--- src/rtl/rect_vs_tile_map_collision_assert.svh ---
// Assertion macros for the rectangle versus tile map collision block.
`ifndef RECT_VS_TILE_MAP_COLLISION_ASSERT_SVH
`define RECT_VS_TILE_MAP_COLLISION_ASSERT_SVH

`ifndef SYNTHESIS

// Same-cycle implication, checked at every rising edge out of reset.
`define RVTM_ASSERT_NOW(lbl, clk, rst_n, ante, cons) \
	lbl: assert property (@(posedge clk) disable iff (!rst_n) (ante) |-> (cons)) \
		else $error("rvtm: assertion failed");

// Next-cycle implication, checked at every rising edge out of reset.
`define RVTM_ASSERT_NEXT(lbl, clk, rst_n, ante, cons) \
	lbl: assert property (@(posedge clk) disable iff (!rst_n) (ante) |=> (cons)) \
		else $error("rvtm: assertion failed");

`else

`define RVTM_ASSERT_NOW(lbl, clk, rst_n, ante, cons)
`define RVTM_ASSERT_NEXT(lbl, clk, rst_n, ante, cons)

`endif

`endif

--- src/rtl/rvtm_pkg.sv ---
// Shared types and constants of the rectangle versus tile map collision block.
package rvtm_pkg;

	// Map geometry
	localparam int MAP_ROWS   = 32;
	localparam int MAP_COLS   = 128;
	localparam int TILE_SHIFT = 5;
	localparam int ROW_W      = $clog2(MAP_ROWS);
	localparam int COL_W      = $clog2(MAP_COLS);

	// Configuration registers
	localparam int ROWS_CFG_W = 6;
	localparam int COLS_CFG_W = 8;
	localparam int ROWS_RESET = 20;
	localparam int COLS_RESET = 100;
	localparam int APB_AW     = 3;
	localparam int APB_DW     = 32;

	// Signed pixel/tile arithmetic: 16-bit coordinate plus 12-bit size, with headroom
	localparam int COORD_W = 18;

	// Front to back queue; depth is a power of two so the pointers wrap by themselves
	localparam int QUEUE_DEPTH = 2;
	localparam int QPTR_W      = $clog2(QUEUE_DEPTH);

	typedef logic [ROW_W-1:0]    row_t;
	typedef logic [COL_W-1:0]    col_t;
	typedef logic [MAP_COLS-1:0] col_mask_t;

	localparam col_mask_t ALL_COLS = '1;

	typedef enum logic {
		KIND_WRITE = 1'b0,
		KIND_QUERY = 1'b1
	} kind_t;

	typedef enum logic {
		REG_ROWS = 1'b0,
		REG_COLS = 1'b1
	} reg_idx_t;

	// One classified transaction, as it waits in the queue
	typedef struct packed {
		kind_t     kind;
		logic      wr_en;    // write lands inside the map
		row_t      wr_row;
		col_t      wr_col;
		logic      wr_solid;
		logic      q_empty;  // clamped range is empty, answer is no hit
		row_t      r0;
		row_t      r1;
		col_mask_t mask;     // columns c0..c1 of the query
	} item_t;

	typedef struct packed {
		logic clearing;
	} back_status_t;

	typedef enum logic [2:0] {
		ST_CLEAR,
		ST_IDLE,
		ST_WR_READ,
		ST_WR_WRITE,
		ST_Q_READ,
		ST_Q_CHECK,
		ST_DONE
	} back_state_t;

endpackage

--- src/rtl/rvtm_queue.sv ---
// Short queue of classified items between front end and back end.
module rvtm_queue
	import rvtm_pkg::*;
(
	input  logic  clk,
	input  logic  arst_n,
	input  logic  push,
	input  item_t push_item,
	output logic  full,
	input  logic  pop,
	output logic  head_valid,
	output item_t head_item
);

	item_t             entry_q [QUEUE_DEPTH];
	logic [QPTR_W-1:0] wr_ptr_q, rd_ptr_q;
	logic [QPTR_W:0]   count_q;

	assign full       = (count_q == (QPTR_W + 1)'(QUEUE_DEPTH));
	assign head_valid = (count_q != '0);
	assign head_item  = entry_q[rd_ptr_q];

	always_ff @(posedge clk or negedge arst_n) begin
		if (!arst_n) begin
			wr_ptr_q <= '0;
			rd_ptr_q <= '0;
			count_q  <= '0;
		end else begin
			if (push) begin
				wr_ptr_q <= wr_ptr_q + 1'b1;
			end
			if (pop) begin
				rd_ptr_q <= rd_ptr_q + 1'b1;
			end
			if (push && !pop) begin
				count_q <= count_q + 1'b1;
			end else if (pop && !push) begin
				count_q <= count_q - 1'b1;
			end
		end
	end

	always_ff @(posedge clk) begin
		if (push) begin
			entry_q[wr_ptr_q] <= push_item;
		end
	end

endmodule

--- config.mk ---
export PLATFORM = sky130hd
export DESIGN_NAME = rvtm_queue
export DESIGN_NICKNAME = d
export VERILOG_FILES = /design/src/rtl/rect_vs_tile_map_collision_assert.svh /design/src/rtl/rvtm_pkg.sv /design/src/rtl/rvtm_queue.sv
export SDC_FILE = /design/constraint.sdc
export NUM_CORES = 1
export LEC_CHECK = 0
export BUFFER_PORTS_ARGS = -buffer_cell sky130_fd_sc_hd__buf_2
export CORE_ASPECT_RATIO = 1.75
export CORE_MARGIN = 8
export CORE_UTILIZATION = 25
export DETAILED_ROUTE_END_ITERATION = 16
export SLEW_MARGIN = 20
export SYNTH_ARGS = -nofsm -noshare
export SYNTH_HDL_FRONTEND = slang
export SYNTH_SLANG_ARGS = --single-unit
--- constraint.sdc ---
create_clock -name clk -period 16.8 [get_ports clk]
set_clock_uncertainty 0.15 [all_clocks]
set_input_delay 0 -clock clk [delete_from_list [all_inputs] [get_ports clk]]
set_output_delay 0 -clock clk [all_outputs]
set_load 0.01 [all_outputs]
== Word level (Yosys, flattened, before mapping) ==
Memories as Yosys holds them, arrays and structs flattened.
Index checks and enable logic that the tools add are counted.
Operators by class
  multiplexer cells: 4
  add/subtract/negate cells: 4
  equality and inequality tests: 1
  reductions and logical operators: 6
Operators with widths (number)
  $mux 2: 2
  $reduce_bool 2->1: 2
  $add 1x1->1 const B: 2
  $add 2x1->2 const B: 1
  $eq 2x2->1 const B: 1
  $logic_and 1x1->1: 2
  $logic_not 1->1: 2
  $mux 1: 2
  $sub 2x1->2 const B: 1
Word-level totals
  flip-flop bits (word level): 4
  input port bits: 158
  memories kept: 1
  memory bits (writable): 308
  logic and storage cells: 19
Memories
  entry_q: words 2, width 154, read ports 1, clocked after Yosys merged registers in 0, write ports 1, RTL line rvtm_queue.sv:15  | item_t entry_q [QUEUE_DEPTH];

== Longest topological paths before layout ==
  depth after elaboration: 4
  depth in mapped cells: 5
  depth with buffers taken out: 5

== Worst setup path after synthesis ==
Ideal clock, no wire load.
  kind: reg-to-reg
  start point: register wr_ptr_q
  end point: memory entry_q[0][0] (netlist name) (enable)
  setup slack: 8.762 ns
  data required time: 15.962 ns
  arrival time: 7.200 ns
  setup time: 0.688 ns
  stages on the path, launching flop included: 2
  period minus slack after synthesis: 8.038 ns
  path through: dfrtp_1 nor2b_1
RTL lines
  from (decl): RTL line rvtm_queue.sv:16  | logic [QPTR_W-1:0] wr_ptr_q, rd_ptr_q;
  from (signal assigned): RTL line rvtm_queue.sv:30  | wr_ptr_q <= wr_ptr_q + 1'b1;
  to (decl): RTL line rvtm_queue.sv:15
No word-level cell before the write port.

==> impl_results.md <==
* Wire per inst at around 18 µm
* RSZ-0062 raised after global routing: no
* WS Path Type: reg -> out
* HPWL Detailed at 18410 µm
* Max Cap Violations at 0
* Hold crit path type: in -> reg
* Synthesis-stage register bit count at roughly 310
* Arr. time, crit path at around 3.5 ns
* Syn Nets at roughly 650
* Worst ir drop on vdd at 0.09041 mV
* Max Slew Vio Count at 0
* First-pass GRT wire length at roughly 44000 µm
* Reg2Reg Depth at 2
* WHS at between 0.02 and 0.03 ns
* Crit share post-route at a little over a fifth
* Worst setup path startpoint: rd_ptr_q
* Synth cell types at 13
* FMAX at between 200 and 300 MHz
* Seq/Total Area, Yosys at around 82%
* Initial antenna violation count at 7
* CP Buf/Inv Count at 3
* GRT Total Usage at 10.71%
* CP cell instances: buf_4 -> buf_4 -> mux2_2 -> buf_2
* Clk_lat worst skew at 0.57 ns
* Largest delay share family, worst path: buffers and inverters
* Synth-to-layout area growth at 50.52%
* Total negative setup slack at 0 ns
* Initial DRC count at between 300 and 400
* Yosys warning total at 0
* Fin. Hold Viols at 0
* Worst-Margin Slew at 0.9289 ns
* Pwr per Cell Area at 144.9 mW/mm²
* Cts repair resizes at 0
* DRT Pass-1 Iters at 5
* Flop2flop setup slack at ~14 ns
* GP Congestion at approximately 0.7
* Clk sink count at approximately 310
* Die H at about 300 µm
* Crit. End Element: output pin
* Crit-path most repeated cell: buf_4
* Worst setup SP type: register
* Syn Area/Cell at approximately 23 µm²
* DRT antenna net count at 0
* Setup slack after layout at between 10 and 15 ns
* Largest net degree at the start of global routing at 155
* Core area at between 0.04 and 0.05 mm²
* Max_slew headroom at approximately two fifths
* Final instance area at roughly 0.017 mm²
* Status: completed
* CTS buffer count at 30
* Hold depth at 2
* Starting density of the core at 25.25%
* H-tree depth at 1
* Setup slack at placement at 13.57 ns
* Crit path max fanout at 63
* Fin nets at between 1000 and 1500
* Finish-stage setup viols at 0
* Number of global-route vias before repair at between 7000 and 8000
* Die area at approximately 0.053 mm²
* Placed instance area at approximately 0.014 mm²
* Hold Path Origin: push_item[142]
* Die W at roughly 180 µm
* Layout cells sized above 1 at about 47%
* WHS Endpoint: entry_q[0][142]
* CTS tree: built
* # port buffers at 313
* Routed WL at 29790 µm
* IO Pins at between 300 and 400
* Gr ovfl total at 0
* Root buf cell: clkbuf_16
* DRC Markers at 0
* Clock slew at reported path FFs at 0.07 ns
* Setup Buffers After CTS at 0
* Cts hold-fix bufs at 259
* Clock buffer depth at 3
* Worst R2R Start: wr_ptr_q
* Minimum clock period at between 3 and 4 ns
* R2R Path End: entry_q[1][100]
* FP Rows at between 100 and 150
* Via count at between 6000 and 7000
* Fin util at 38.00%
* Leakage at approximately 6.4 nW
* Netlist Area Pre-Place at 0.01139 mm²
* Mapped Cells at about 500
* Maximum single-stage delay on the critical path at between 0.7 and 0.8 ns
* Vias per inst at around 4.1
* CP max-delay cell: dfrtp_4
* Critical path required time at ~17 ns
-- through the flow --
stage,cells,total power (W)
5_1_grt,1696,0.002601
6_report,1696,0.002483
3_5_place_dp,1373,0.001792
4_1_cts,1687,0.002530
3_3_place_gp,1373,0.001781
2_1_floorplan,495,0.001558
-- cell usage in the layout, fill, tap and decap left out, drive strengths merged --
master / netlist / layout
buf: 7 / 318
edfxtp: 308 / 308
dlygate4sd3: 0 / 262
mux2: 154 / 154
clkbuf: 10 / 37
clkinv: 0 / 11
diode: 0 / 6
xor2: 4 / 4
dfrtp: 4 / 4
bufinv: 0 / 3
inv: 1 / 3
clkinvlp: 0 / 2
nor2b: 2 / 2
or2: 1 / 1
and2: 1 / 1
xnor2: 1 / 1
nor2: 1 / 1
ha: 1 / 1
-- synth_stat cells --
cell type    n  area share, %
ha_1         1           0.11
xnor2_1      1          0.077
inv_1        1          0.033
nor2_1       1          0.033
mux2_2     154             15
dfrtp_1      4           0.88
edfxtp_1   308             81
buf_6        7           0.69
xor2_1       4           0.31
clkbuf_8    10            1.2
nor2b_1      2           0.11
and2_1       1          0.055
or2_2        1          0.055
-- registers in the layout, summed over array words and instances, names as in the netlist --
signal / cells
count_q: 2
entry_q: 308
rd_ptr_q: 1
wr_ptr_q: 1
-- power breakdown --
group          total (W)  leakage [nW]  internal [W]  switching, W
Combinational   0.000723          3.01      0.000337      0.000386
Sequential       0.00109          2.94       0.00103     0.0000516
Clock           0.000674         0.474      0.000385      0.000290
-- worst max-delay path by stage --
stage / endpoint / slack [ns] / cells after the start
after detailed placement: head_item[146] / 13.57 / 4
after CTS: head_item[90] / 12.92 / 4
after global placement: head_item[90] / 13.63 / 4
after global routing: head_item[146] / 12.83 / 4
after floorplan: entry_q[0][0] / 8.76 / 1
final: head_item[30] / 13.11 / 4
-- cells by family after synthesis --
kind of cell / Yosys count / share of synthesized area [%]
flops: 312 / 82.09
fa+ha+maj: 1 / 0.1098
xor+xnor: 5 / 0.3845
buf+inv: 18 / 1.934
mux: 154 / 15.23
simple gates: 5 / 0.2527
-- cell type report --
cell class,instances,area (µm²)
Fill cell,4176,27960
Antenna cell,6,15.01
Tap cell,577,721.9
Timing Repair Buffer,580,4239
Inverter,1,3.754
Multi-Input combinational cell,165,1829
Clock buffer,37,798.3
Sequential cell,312,9353
Clock inverter,18,181.4
-- per-layer routing --
| metal | share of wire (%) | up-vias | GRT usage (%) |
|---|---|---|---|
| met5 | 0.044 | - | 0 |
| met2 | 54 | 259 | 20.14 |
| li1 | - | 3172 | - |
| met3 | 5.7 | 84 | 2.273 |
| met1 | 34 | 3419 | 10.08 |
| met4 | 5.9 | 2 | 7.269 |
Note: power is estimated with default switching activity, not from simulation.
