==> src/rtl/rect_vs_tile_map_collision_assert.svh <==
// Assertion macros for the rectangle versus tile map collision block.
`ifndef RECT_VS_TILE_MAP_COLLISION_ASSERT_SVH
`define RECT_VS_TILE_MAP_COLLISION_ASSERT_SVH

`ifndef SYNTHESIS

// Same-cycle implication, checked at every rising edge out of reset.
`define RVTM_ASSERT_NOW(lbl, clk, rst_n, ante, cons) \
	lbl: assert property (@(posedge clk) disable iff (!rst_n) (ante) |-> (cons)) \
		else $error("rvtm: assertion failed");

// Next-cycle implication, checked at every rising edge out of reset.
`define RVTM_ASSERT_NEXT(lbl, clk, rst_n, ante, cons) \
	lbl: assert property (@(posedge clk) disable iff (!rst_n) (ante) |=> (cons)) \
		else $error("rvtm: assertion failed");

`else

`define RVTM_ASSERT_NOW(lbl, clk, rst_n, ante, cons)
`define RVTM_ASSERT_NEXT(lbl, clk, rst_n, ante, cons)

`endif

`endif

==> src/rtl/rvtm_pkg.sv <==
// Shared types and constants of the rectangle versus tile map collision block.
package rvtm_pkg;

	// Map geometry
	localparam int MAP_ROWS   = 32;
	localparam int MAP_COLS   = 128;
	localparam int TILE_SHIFT = 5;
	localparam int ROW_W      = $clog2(MAP_ROWS);
	localparam int COL_W      = $clog2(MAP_COLS);

	// Configuration registers
	localparam int ROWS_CFG_W = 6;
	localparam int COLS_CFG_W = 8;
	localparam int ROWS_RESET = 20;
	localparam int COLS_RESET = 100;
	localparam int APB_AW     = 3;
	localparam int APB_DW     = 32;

	// Signed pixel/tile arithmetic: 16-bit coordinate plus 12-bit size, with headroom
	localparam int COORD_W = 18;

	// Front to back queue; depth is a power of two so the pointers wrap by themselves
	localparam int QUEUE_DEPTH = 2;
	localparam int QPTR_W      = $clog2(QUEUE_DEPTH);

	typedef logic [ROW_W-1:0]    row_t;
	typedef logic [COL_W-1:0]    col_t;
	typedef logic [MAP_COLS-1:0] col_mask_t;

	localparam col_mask_t ALL_COLS = '1;

	typedef enum logic {
		KIND_WRITE = 1'b0,
		KIND_QUERY = 1'b1
	} kind_t;

	typedef enum logic {
		REG_ROWS = 1'b0,
		REG_COLS = 1'b1
	} reg_idx_t;

	// One classified transaction, as it waits in the queue
	typedef struct packed {
		kind_t     kind;
		logic      wr_en;    // write lands inside the map
		row_t      wr_row;
		col_t      wr_col;
		logic      wr_solid;
		logic      q_empty;  // clamped range is empty, answer is no hit
		row_t      r0;
		row_t      r1;
		col_mask_t mask;     // columns c0..c1 of the query
	} item_t;

	typedef struct packed {
		logic clearing;
	} back_status_t;

	typedef enum logic [2:0] {
		ST_CLEAR,
		ST_IDLE,
		ST_WR_READ,
		ST_WR_WRITE,
		ST_Q_READ,
		ST_Q_CHECK,
		ST_DONE
	} back_state_t;

endpackage

==> src/rtl/rvtm_front.sv <==
// Front end: accepts input transactions and classifies them into queue items.
module rvtm_front
	import rvtm_pkg::*;
(
	input  logic                   in_valid,
	output logic                   in_stall,
	input  logic                   kind,
	input  logic [4:0]             tile_row,
	input  logic [6:0]             tile_col,
	input  logic [15:0]            tile_value,
	input  logic signed [15:0]     rect_x,
	input  logic signed [15:0]     rect_y,
	input  logic [11:0]            rect_w,
	input  logic [11:0]            rect_h,
	input  logic [ROWS_CFG_W-1:0]  rows_in_use,
	input  logic [COLS_CFG_W-1:0]  cols_in_use,
	input  logic                   q_full,
	input  back_status_t           status,
	output logic                   q_push,
	output item_t                  q_item
);

	logic signed [COORD_W-1:0] x_lo, x_hi, y_lo, y_hi;
	logic signed [COORD_W-1:0] c_lo_t, c_hi_t, r_lo_t, r_hi_t;
	logic signed [COORD_W-1:0] c_lim, r_lim;
	logic signed [COORD_W-1:0] c0, c1, r0, r1;
	logic [COORD_W-1:0]        c_n, r_n;
	logic                      col_ok, row_ok;
	col_mask_t                 lo_mask, hi_mask;

	assign in_stall = q_full | status.clearing;
	assign q_push   = in_valid & ~in_stall;

	// Edges in pixels, floor-divided to tiles by arithmetic shift
	always_comb begin
		x_lo   = COORD_W'(rect_x);
		x_hi   = x_lo + signed'(COORD_W'(rect_w));
		y_lo   = COORD_W'(rect_y);
		y_hi   = y_lo + signed'(COORD_W'(rect_h));
		c_lo_t = x_lo >>> TILE_SHIFT;
		c_hi_t = x_hi >>> TILE_SHIFT;
		r_lo_t = y_lo >>> TILE_SHIFT;
		r_hi_t = y_hi >>> TILE_SHIFT;
	end

	// Counts in use are capped at the map size; zero in use gives a limit of -1
	always_comb begin
		c_n   = (COORD_W'(cols_in_use) > COORD_W'(MAP_COLS)) ? COORD_W'(MAP_COLS)
		                                                      : COORD_W'(cols_in_use);
		r_n   = (COORD_W'(rows_in_use) > COORD_W'(MAP_ROWS)) ? COORD_W'(MAP_ROWS)
		                                                      : COORD_W'(rows_in_use);
		c_lim = signed'(c_n) - signed'(COORD_W'(1));
		r_lim = signed'(r_n) - signed'(COORD_W'(1));

		c0 = c_lo_t[COORD_W-1] ? '0 : c_lo_t;
		r0 = r_lo_t[COORD_W-1] ? '0 : r_lo_t;
		c1 = (c_hi_t > c_lim) ? c_lim : c_hi_t;
		r1 = (r_hi_t > r_lim) ? r_lim : r_hi_t;

		col_ok = (c0 <= c1);
		row_ok = (r0 <= r1);
	end

	// Column window as a bit mask over one map row
	always_comb begin
		lo_mask = ALL_COLS << c0[COL_W-1:0];
		hi_mask = ALL_COLS >> (COL_W'(MAP_COLS - 1) - c1[COL_W-1:0]);
	end

	always_comb begin
		q_item          = '0;
		q_item.kind     = kind_t'(kind);
		q_item.wr_en    = (int'(tile_row) < MAP_ROWS) && (int'(tile_col) < MAP_COLS);
		q_item.wr_row   = ROW_W'(tile_row);
		q_item.wr_col   = COL_W'(tile_col);
		q_item.wr_solid = (tile_value != '0);
		q_item.q_empty  = ~(col_ok & row_ok);
		q_item.r0       = r0[ROW_W-1:0];
		q_item.r1       = r1[ROW_W-1:0];
		q_item.mask     = lo_mask & hi_mask;
	end

endmodule

==> config.mk <==
export PLATFORM = sky130hd
export DESIGN_NAME = rvtm_front
export DESIGN_NICKNAME = d
export VERILOG_FILES = /design/src/rtl/rect_vs_tile_map_collision_assert.svh /design/src/rtl/rvtm_pkg.sv /design/src/rtl/rvtm_front.sv
export SDC_FILE = /design/constraint.sdc
export NUM_CORES = 1
export LEC_CHECK = 0
export BUFFER_PORTS_ARGS = -buffer_cell sky130_fd_sc_hd__buf_2
export CORE_MARGIN = 2
export CORE_UTILIZATION = 49
export DETAILED_ROUTE_END_ITERATION = 8
export PLACE_DENSITY = 0.85
export SETUP_SLACK_MARGIN = 0.5
export SYNTH_ARGS = -nofsm -noshare
export SYNTH_HDL_FRONTEND = slang
export SYNTH_SLANG_ARGS = --single-unit
==> constraint.sdc <==
create_clock -name vclk -period 6.7
set_input_delay 0 -clock vclk [all_inputs]
set_output_delay 0 -clock vclk [all_outputs]
set_load 0.01 [all_outputs]
* Yosys cells after proc, flatten, opt, wreduce, memory -nomap -nowiden
Cells that the tools add are included.
Widths: inputs -> output; s select.
** Operators by class
- Multiplexer cells :: 6
- Order comparisons :: 6
- Add/subtract/negate cells :: 5
- Shift-type cells :: 2
- Bitwise logic cells :: 6
- Reduce and logical (&&, ||, !) cells :: 1
** Operators with widths (number)
- $and 128x128->128 :: 1
- $shl 128x7->128 const A :: 1
- $shr 128x7->128 const A :: 1
- $le 11x18->1 :: 2
- $mux 18 :: 2
- $add 16x13->17 :: 2
- $mux 10 :: 2
- $reduce_bool 16->1 :: 1
- $gt 12x7->1 :: 1
- $gt 12x9->1 :: 1
- $sub 8x1->9 const B :: 1
- $gt 8x8->1 const B :: 1
- $mux 8 :: 1
- $sub 6x1->7 const B :: 1
- $sub 7x7->7 const A :: 1
- $gt 6x6->1 const B :: 1
- $mux 6 :: 1
- $and 1x1->1 :: 2
- $not 1->1 :: 2
- $or 1x1->1 :: 1
** Storage, ports and cells
- Register bits :: 0
- Output and inout port bits :: 156
- Logic and storage cells :: 26

* Depth between registers and ports, before layout
Gate-level depths: netlist of the first run.
- Depth after elaboration :: 8
- Depth in mapped cells :: 26

* Least setup slack after synthesis of the first run
No wires, ideal clock.
- Path kind :: input to output
- Start :: input rect_x[7]
- End :: output q_item[138] (netlist name)
- Arrival time :: 5.086 ns
- Stages :: 22
- Path buffers :: 1
- Slack :: 1.614 ns
- Required time :: 6.700 ns
- Path through :: ha_1 a21o_1 a21o_1 or4_1 a31o_2 xor2_1 ha_1 and3_1 or3b_4 a21oi_4 nor3_4 nor2_4 mux2i_4 inv_2 buf_1 ha_1 nand4_1 nor3_1 nand2_1 o31ai_1 mux2_2 o211ai_1
** RTL lines
- from (decl) :: RTL line rvtm_front.sv:11 : input logic signed [15:0] rect_x,
- to (decl) :: RTL line rvtm_front.sv:20 : output item_t q_item

==> results of run 1 <==
layout make-up:
class | instances | area, sq um | area share (%)
inverters | 34 | 128 | 2.04
multi-input cells | 692 | 4710 | 75.3
well taps | 136 | 170 | 2.72
repair buffers | 243 | 1250 | 19.9
cells in the final DEF, fill, tap and decap left out, drive strengths merged, types with 25 or more instances in the layout:
cell      n
inv      31
a211oi   42
a221oi   42
nor2     71
o21ai    68
nand3    25
a21oi    77
buf     243
ha       67
nand2    85
worst paths after layout:
path	to	slack [ps]	depth (start not counted)
max	q_item[107]	840	19
min	q_item[140]	0.003	0
stage by stage:
| stage | power (mW) | instance area, sq um | std cells | setup WS, ps | hold slack [ps] |
|---|---|---|---|---|---|
| floorplan | 0.666 | 5200 | 789 | 1610 | 87.1 |
| global placement | 0.981 | 6240 | 1103 | 837 | 0.0686 |
| detailed placement | 0.991 | 6240 | 1103 | 681 | 0.0686 |
| CTS | 0.995 | 6240 | 1103 | 638 | 0.0686 |
| global route | 1.11 | 6260 | 1105 | 573 | 0.0221 |
| finish | 1.04 | 6260 | 1105 | 842 | 0.00283 |
layer usage:
| layer | track usage, % | share of wire [%] | vias to the layer above |
|---|---|---|---|
| li1 | - | - | 3380 |
| met1 | 43.9 | 36 | 3332 |
| met2 | 59.2 | 44 | 697 |
| met3 | 8.45 | 14 | 162 |
| met4 | 18.3 | 6.1 | 0 |
| met5 | 0 | 0 | - |
power by group through the flow:
stage	sequential (mW)	combinational (mW)	clock, mW
2_1_floorplan	0	0.666	0
3_3_place_gp	0	0.981	0
3_5_place_dp	0	0.991	0
4_1_cts	0	0.995	0
5_1_grt	0	1.11	0
6_report	0	1.04	0
cells by family after synthesis:
family                   count (synthesis)  share of synthesized area, %
multiplexers                             4                          1.04
XOR/XNOR                                21                          3.54
AND/OR/NAND/NOR                        282                          27.3
other                                    1                        0.0722
buffers and inverters                   98                          9.58
adder cells (fa/ha/maj)                 67                          16.1
AO/OA/AOI/OAI                          316                          42.3
timing repair:
item | 4_1_cts | 5_1_grt
setup buffers | 0 | 1
endpoints found under the hold margin | 0 | 0
setup endpoints to repair | 0 | 1
==> impl_metrics.env, run 1 <==
export IMPL_cp_max_fo=13
export IMPL_drv_cap=0
export IMPL_drive_gt1_share_pct=29.6
export IMPL_worstPathArrival_ps=5860
export IMPL_antenna_cells=0
export IMPL_fin_util_pct=60.6
export IMPL_port_buffers=231
export IMPL_grt_pass1_vias=6812
export IMPL_rows=37
export IMPL_tightestPinTransition_ps=1130
export IMPL_critical_path_max_stage_delay_ps=770
export IMPL_setup_worst_path_start="rect_x[7]"
export IMPL_power_frac_clock_pct=0
export IMPL_grtUsageTotal_pct=36.1
export IMPL_fin_tns_setup_ps=0
export IMPL_synth_most_common_cell="nand2_1"
export IMPL_fill_cells=1032
export IMPL_area_delta_synth_final_pct=20.4
export IMPL_viasPerCell=6.85
export IMPL_hold_viol=0
export IMPL_finalMaxSlewViolations=0
export IMPL_crit_buf_inv=3
export IMPL_synth_nets=958
export IMPL_synth_area_top_cells="ha_1 16%, a21oi_1 7.2%, a221oi_1 6.7%"
export IMPL_hold_buffers=0
export IMPL_path_common_cell="a21o_1"
export IMPL_intPower_mw=0.366
export IMPL_ir_drop_uv=88.0
export IMPL_synthDistinctLibCells=77
export IMPL_cts_resized=0
export IMPL_switchingPower_mw=0.669
export IMPL_start_util_pct=50.3
export IMPL_coreArea_sq_um=10300
export IMPL_period_share_pct=87.4
export IMPL_combPwrFrac_pct=100.0
export IMPL_p_leak_nw=2.99
export IMPL_nClkBuffers=0
export IMPL_path_cells="buf_2 -> ha_1 -> a21o_1 -> a21o_1 -> or4_1 -> a31o_2 -> nand2_1 -> xnor2_1 -> ha_1 -> nand4_1 -> or3b_4 -> nor2_2 -> a21o_1 -> nor2_4 -> o21ai_1 -> buf_4 -> a21oi_2 -> a2111oi_0 -> buf_2"
export IMPL_violations="DRC"
export IMPL_synthCells=789
export IMPL_die_area_sq_um=11400
export IMPL_synth_yosys_warnings=0
export IMPL_seqCellArea_sq_um=0
export IMPL_power_frac_seq_pct=0
export IMPL_rsz0062_at_grt="no"
export IMPL_setup_viol=0
export IMPL_grt_max_degree=34
export IMPL_cpLargestDelayFamily="compound AO/OA/AOI/OAI gates"
export IMPL_hpwl_um=16900
export IMPL_gr_total_overflow=0
export IMPL_synthDominantCellAreaShare_pct=16.1
export IMPL_drt_wl_total_um=22100
export IMPL_synth_area_sq_um=5200
export IMPL_drtAntennaViolNets=0
export IMPL_io_pins=258
export IMPL_slew_headroom_pct=24.5
export IMPL_yosysSeqAreaShare_pct=0
export IMPL_drtIter0Drc=1131
export IMPL_vias=7571
export IMPL_path_class="primary input to output pin"
export IMPL_fmax_ghz=0.171
export IMPL_die_y_um=107
export IMPL_antenna_found_initial=0
export IMPL_avgSynthCellArea_sq_um=6.59
export IMPL_firstDrtPassIters=9
export IMPL_layout_nets=1140
export IMPL_run_status="complete, but fails checks"
export IMPL_globalplace_congestion=1.02
export IMPL_start_kind="primary input"
export IMPL_seq_cells=0
export IMPL_end_kind="output pin"
export IMPL_hold_start="tile_col[0]"
export IMPL_grt_pass1_wl_um=34000
export IMPL_die_x_um=107
export IMPL_slowest_stage="o21ai_1"
export IMPL_p_per_area_nw_per_um2=166
export IMPL_synth_top_area_cell="ha_1"
export IMPL_period_minus_slack_ps=5860
export IMPL_drc=23
export IMPL_wl_per_cell_um=20.0
export IMPL_critPathRequiredTime_ps=6700
export IMPL_min_path_type="primary input to output pin"
export IMPL_synth_common_cells="84 x nand2_1, 75 x a21oi_1, 68 x nor2_1"
export IMPL_swShare_pct=64.6
Power figures use the tool's default switching activity.
==> run 2: changes to the inputs <==
- CELL_PAD_IN_SITES_DETAIL_PLACEMENT: default -> 0
- CELL_PAD_IN_SITES_GLOBAL_PLACEMENT: default -> 1
- CORE_UTILIZATION: 49 -> 33
- PLACE_DENSITY: 0.85 -> default
- PLACE_DENSITY_LB_ADDON: default -> 0.1
==> impl_metrics.env, run 2 (synthesis gave the netlist of run 1 again) <==
export IMPL_run_status="completed"
export IMPL_final_cell_mix="231 x buf_2, 83 x nand2_1, 75 x a21oi_1"
export IMPL_period_minus_slack_ps=5720
export IMPL_die_y_um=130
export IMPL_hpwl_um=18600
export IMPL_rsz0062_at_grt="no"
export IMPL_start_util_pct=33.9
export IMPL_p_leak_nw=3.01
export IMPL_seqCellArea_sq_um=0
export IMPL_top_usage_layer="met2"
export IMPL_antenna_found_initial=0
export IMPL_antenna_cells=0
export IMPL_fill_cells=1735
export IMPL_finalMaxSlewViolations=0
export IMPL_io_pins=258
export IMPL_drv_cap=0
export IMPL_drc=0
export IMPL_final_common_cell="buf_2"
export IMPL_power_mw=1.04
export IMPL_start_kind="primary input"
export IMPL_setup_worst_path_start="rect_x[7]"
export IMPL_met2_usage_pct=44.1
export IMPL_hold_buffers=0
export IMPL_use_met1_pct=35.7
export IMPL_hold_viol=0
export IMPL_grt_max_degree=33
export IMPL_ir_drop_uv=42.7
export IMPL_die_area_sq_um=16800
export IMPL_viasPerCell=6.09
export IMPL_end_kind="output pin"
export IMPL_cp_max_fo=20
export IMPL_drt_wl_total_um=24100
export IMPL_globalplace_congestion=0.966
export IMPL_grtUsageTotal_pct=26.7
export IMPL_area_delta_synth_final_pct=23.0
export IMPL_hold_depth=0
export IMPL_nClkBuffers=0
export IMPL_seq_cells=0
export IMPL_worstPathArrival_ps=5720
export IMPL_fin_tns_setup_ps=0
export IMPL_critPathRequiredTime_ps=6700
export IMPL_die_x_um=130
export IMPL_setup_viol=0
export IMPL_min_path_type="primary input to output pin"
export IMPL_drtIter0Drc=738
export IMPL_tightestPinTransition_ps=1120
export IMPL_hold_start="tile_row[4]"
export IMPL_wl_per_cell_um=20.4
export IMPL_path_class="primary input to output pin"
export IMPL_vias=7211
export IMPL_rows=45
export IMPL_port_buffers=231
export IMPL_layout_nets=1145
export IMPL_firstDrtPassIters=6
export IMPL_p_per_area_nw_per_um2=163
export IMPL_drive_gt1_share_pct=30.2
export IMPL_hold_path_endpoint="q_item[151]"
export IMPL_grt_pass1_wl_um=36300
export IMPL_use_met3_pct=2.89
export IMPL_fmax_ghz=0.175
export IMPL_gr_total_overflow=0
export IMPL_period_share_pct=85.3
export IMPL_grt_pass1_vias=6668
export IMPL_drtAntennaViolNets=0
export IMPL_slew_headroom_pct=25.2
export IMPL_coreArea_sq_um=15300
==> run 2: cell types whose count changed in the layout (fill, tap and decap cells not counted) <==
cell / previous run / this run
buf_4: 12 / 17
clkinv_1: 3 / 2
clkinvlp_4: 0 / 1
nand2_1: 84 / 83
nand2_2: 0 / 1
o21ai_0: 58 / 57
o21ai_1: 4 / 5
==> run 2: final cells by class <==
cell class	count	area [sq um]	area share, %
Timing Repair Buffer	248	1280	20.1
Inverter	34	131	2.05
Multi-Input combinational cell	692	4710	73.7
Tap cell	211	264	4.13
==> run 2: worst max-delay path: stages <==
cell and delay, ps:
buf_2 140, ha_1 390, a21o_1 210, a21o_1 190, or4_1 540, a31o_2 320, nand2_1 140, xnor2_1 80
ha_1 300, nand4_1 150, or3b_4 430, a21oi_4 190, or3_4 180, nand2_2 210, o21ai_2 190, buf_4 310
clkinvlp_4 330, ha_1 380, nand3_1 70, nor3_1 270, nand2_1 90, o31ai_1 190, mux2_2 180, o211ai_1 70
buf_2 160
==> run 2: how the worst max path moves through the flow <==
stage                  endpoint  slack (ps)  cells past startpoint
floorplan           q_item[138]        1610                     22
global placement    q_item[138]         900                     25
detailed placement  q_item[138]         820                     24
CTS                 q_item[138]         790                     25
global route        q_item[138]         670                     25
finish              q_item[138]         980                     25
==> run 2: timing repair <==
item	CTS	global route
buffers inserted	0	0
gates resized for setup	0	3
setup endpoints to repair	0	1
==> run 2: where the power goes <==
group / leakage, nW / total (mW) / switching [mW] / internal (mW)
sequential: 0 / 0 / 0 / 0
combinational: 3.01 / 1.04 / 0.670 / 0.371
clock: 0 / 0 / 0 / 0
total: 3.01 / 1.04 / 0.670 / 0.371
==> run 2: layer usage <==
layer	routed length, um	up-vias
met5	0	-
met4	1010	0
met3	2220	88
met2	10900	448
met1	10000	3266
li1	-	3409
==> run 2: per-stage QoR <==
stage	worst slack (ps)	util (%)	instance area (sq um)	hold slack, ps	std cells
global route	666	41.7	6390	0.0156	1185
detailed placement	819	41.7	6380	0.0686	1184
CTS	790	41.7	6380	0.0686	1184
global placement	898	41.7	6380	0.0686	1184
finish	982	41.7	6390	0.00395	1185
floorplan	1610	-	5200	87.1	789
==> run 3: changes to the inputs <==
- RECOVER_POWER: default -> 100
- SLEW_MARGIN: default -> 5
==> impl_metrics.env, run 3 (synthesis gave the netlist of run 1 again) <==
export IMPL_fin_tns_setup_ps=0
export IMPL_drc=0
export IMPL_intPower_mw=0.326
export IMPL_crit_path_end="q_item[13]"
export IMPL_grt_pass1_vias=6668
export IMPL_hold_slack_ps=0.00395
export IMPL_cpLargestDelayFamily="simple AND/OR/NAND/NOR gates"
export IMPL_drtAntennaViolNets=0
export IMPL_p_leak_nw=2.62
export IMPL_seq_cells=0
export IMPL_die_y_um=130
export IMPL_worstPathArrival_ps=6120
export IMPL_rows=45
export IMPL_fin_ws_ps=585
export IMPL_ir_drop_uv=40.9
export IMPL_setup_worst_path_start="rect_x[7]"
export IMPL_drv_cap=2
export IMPL_area_delta_synth_final_pct=17.9
export IMPL_cp_max_fo=12
export IMPL_final_cell_mix="124 x buf_2, 112 x clkbuf_1, 84 x nand2_1"
export IMPL_drive_gt1_share_pct=16.9
export IMPL_start_kind="primary input"
export IMPL_start_util_pct=33.9
export IMPL_die_x_um=130
export IMPL_seqCellArea_sq_um=0
export IMPL_slew_headroom_pct=-5.80
export IMPL_top_usage_layer="met2"
export IMPL_swShare_pct=66.9
export IMPL_globalplace_congestion=0.966
export IMPL_use_met1_pct=35.7
export IMPL_vias=7143
export IMPL_viasPerCell=6.03
export IMPL_met2_usage_pct=44.1
export IMPL_grt_max_degree=33
export IMPL_hold_start="tile_row[4]"
export IMPL_path_class="primary input to output pin"
export IMPL_power_frac_clock_pct=0
export IMPL_post_dp_cell_area_sq_um=6380
export IMPL_use_met3_pct=2.89
export IMPL_antenna_found_initial=0
export IMPL_switchingPower_mw=0.661
export IMPL_finalMaxSlewViolations=10
export IMPL_end_kind="output pin"
export IMPL_min_path_type="primary input to output pin"
export IMPL_gr_total_overflow=0
export IMPL_p_per_area_nw_per_um2=161
export IMPL_rsz0062_at_grt="no"
export IMPL_critical_path_max_stage_delay_ps=1010
export IMPL_critPathRequiredTime_ps=6700
export IMPL_fmax_ghz=0.164
export IMPL_grtUsageTotal_pct=26.7
export IMPL_firstDrtPassIters=8
export IMPL_combPwrFrac_pct=100.0
export IMPL_period_minus_slack_ps=6120
export IMPL_hold_viol=0
export IMPL_final_area_sq_um=6130
export IMPL_nClkBuffers=0
export IMPL_antenna_cells=0
export IMPL_die_area_sq_um=16800
export IMPL_worstSetupPathDepth=19
export IMPL_pre_cts_slack_ps=819
export IMPL_crit_buf_inv=3
export IMPL_period_share_pct=91.3
export IMPL_slowest_stage="nor4_2"
export IMPL_path_cells="buf_2 -> ha_1 -> a21o_1 -> a21o_1 -> or4_1 -> a31o_1 -> nand2_1 -> xnor2_1 -> ha_1 -> nand4_1 -> or3b_1 -> a21oi_4 -> nor3_2 -> o21ai_0 -> o21ai_4 -> nor4_2 -> clkbuf_1 -> a211oi_1 -> clkbuf_1"
export IMPL_hpwl_um=18600
export IMPL_drtIter0Drc=781
export IMPL_wl_per_cell_um=20.5
export IMPL_hold_buffers=0
export IMPL_final_common_cell="buf_2"
export IMPL_setup_viol=0
export IMPL_run_status="complete, but fails checks"
export IMPL_drt_wl_total_um=24200
export IMPL_power_frac_seq_pct=0
export IMPL_grt_pass1_wl_um=36300
export IMPL_coreArea_sq_um=15300
export IMPL_violations="capacitance limit, slew limit"
export IMPL_port_buffers=231
export IMPL_layout_nets=1145
export IMPL_io_pins=258
export IMPL_tightestPinTransition_ps=1570
==> run 3: what timing repair did <==
item / 4_1_cts / 5_1_grt
endpoints found under the hold margin: 0 / 0
resized for setup: 0 / 3
buffers inserted: 0 / 0
setup endpoints to repair: 0 / 1
==> run 3: worst min-delay path by stage <==
stage	depth (start not counted)	to
after floorplan	2	q_push
after global placement	0	q_item[148]
after detailed placement	0	q_item[148]
after CTS	0	q_item[148]
after global routing	0	q_item[143]
final	0	q_item[151]
==> run 3: routing by layer <==
metal | up-vias | wire, um
li1 | 3398 | -
met1 | 3244 | 10400
met2 | 424 | 10800
met3 | 77 | 2050
met4 | 0 | 935
met5 | - | 0
==> run 3: metrics by stage <==
stage	util, %	power [mW]	instances
after floorplan	-	0.666	789
final	40.0	0.987	1185
after global routing	40.0	1.08	1185
after CTS	41.7	1.02	1184
after detailed placement	41.7	1.02	1184
after global placement	41.7	1.03	1184
==> run 3: layout make-up <==
type / instances / area [sq um]
fillers: 1826 / 9190
inverters: 34 / 131
multi-input cells: 692 / 4600
well taps: 211 / 264
repair buffers: 248 / 1130
==> run 3: power by group through the flow <==
| stage | Combinational, mW | Clock (mW) | Sequential (mW) |
|---|---|---|---|
| global placement | 1.03 | 0 | 0 |
| global route | 1.08 | 0 | 0 |
| detailed placement | 1.02 | 0 | 0 |
| CTS | 1.02 | 0 | 0 |
| finish | 0.987 | 0 | 0 |
| floorplan | 0.666 | 0 | 0 |
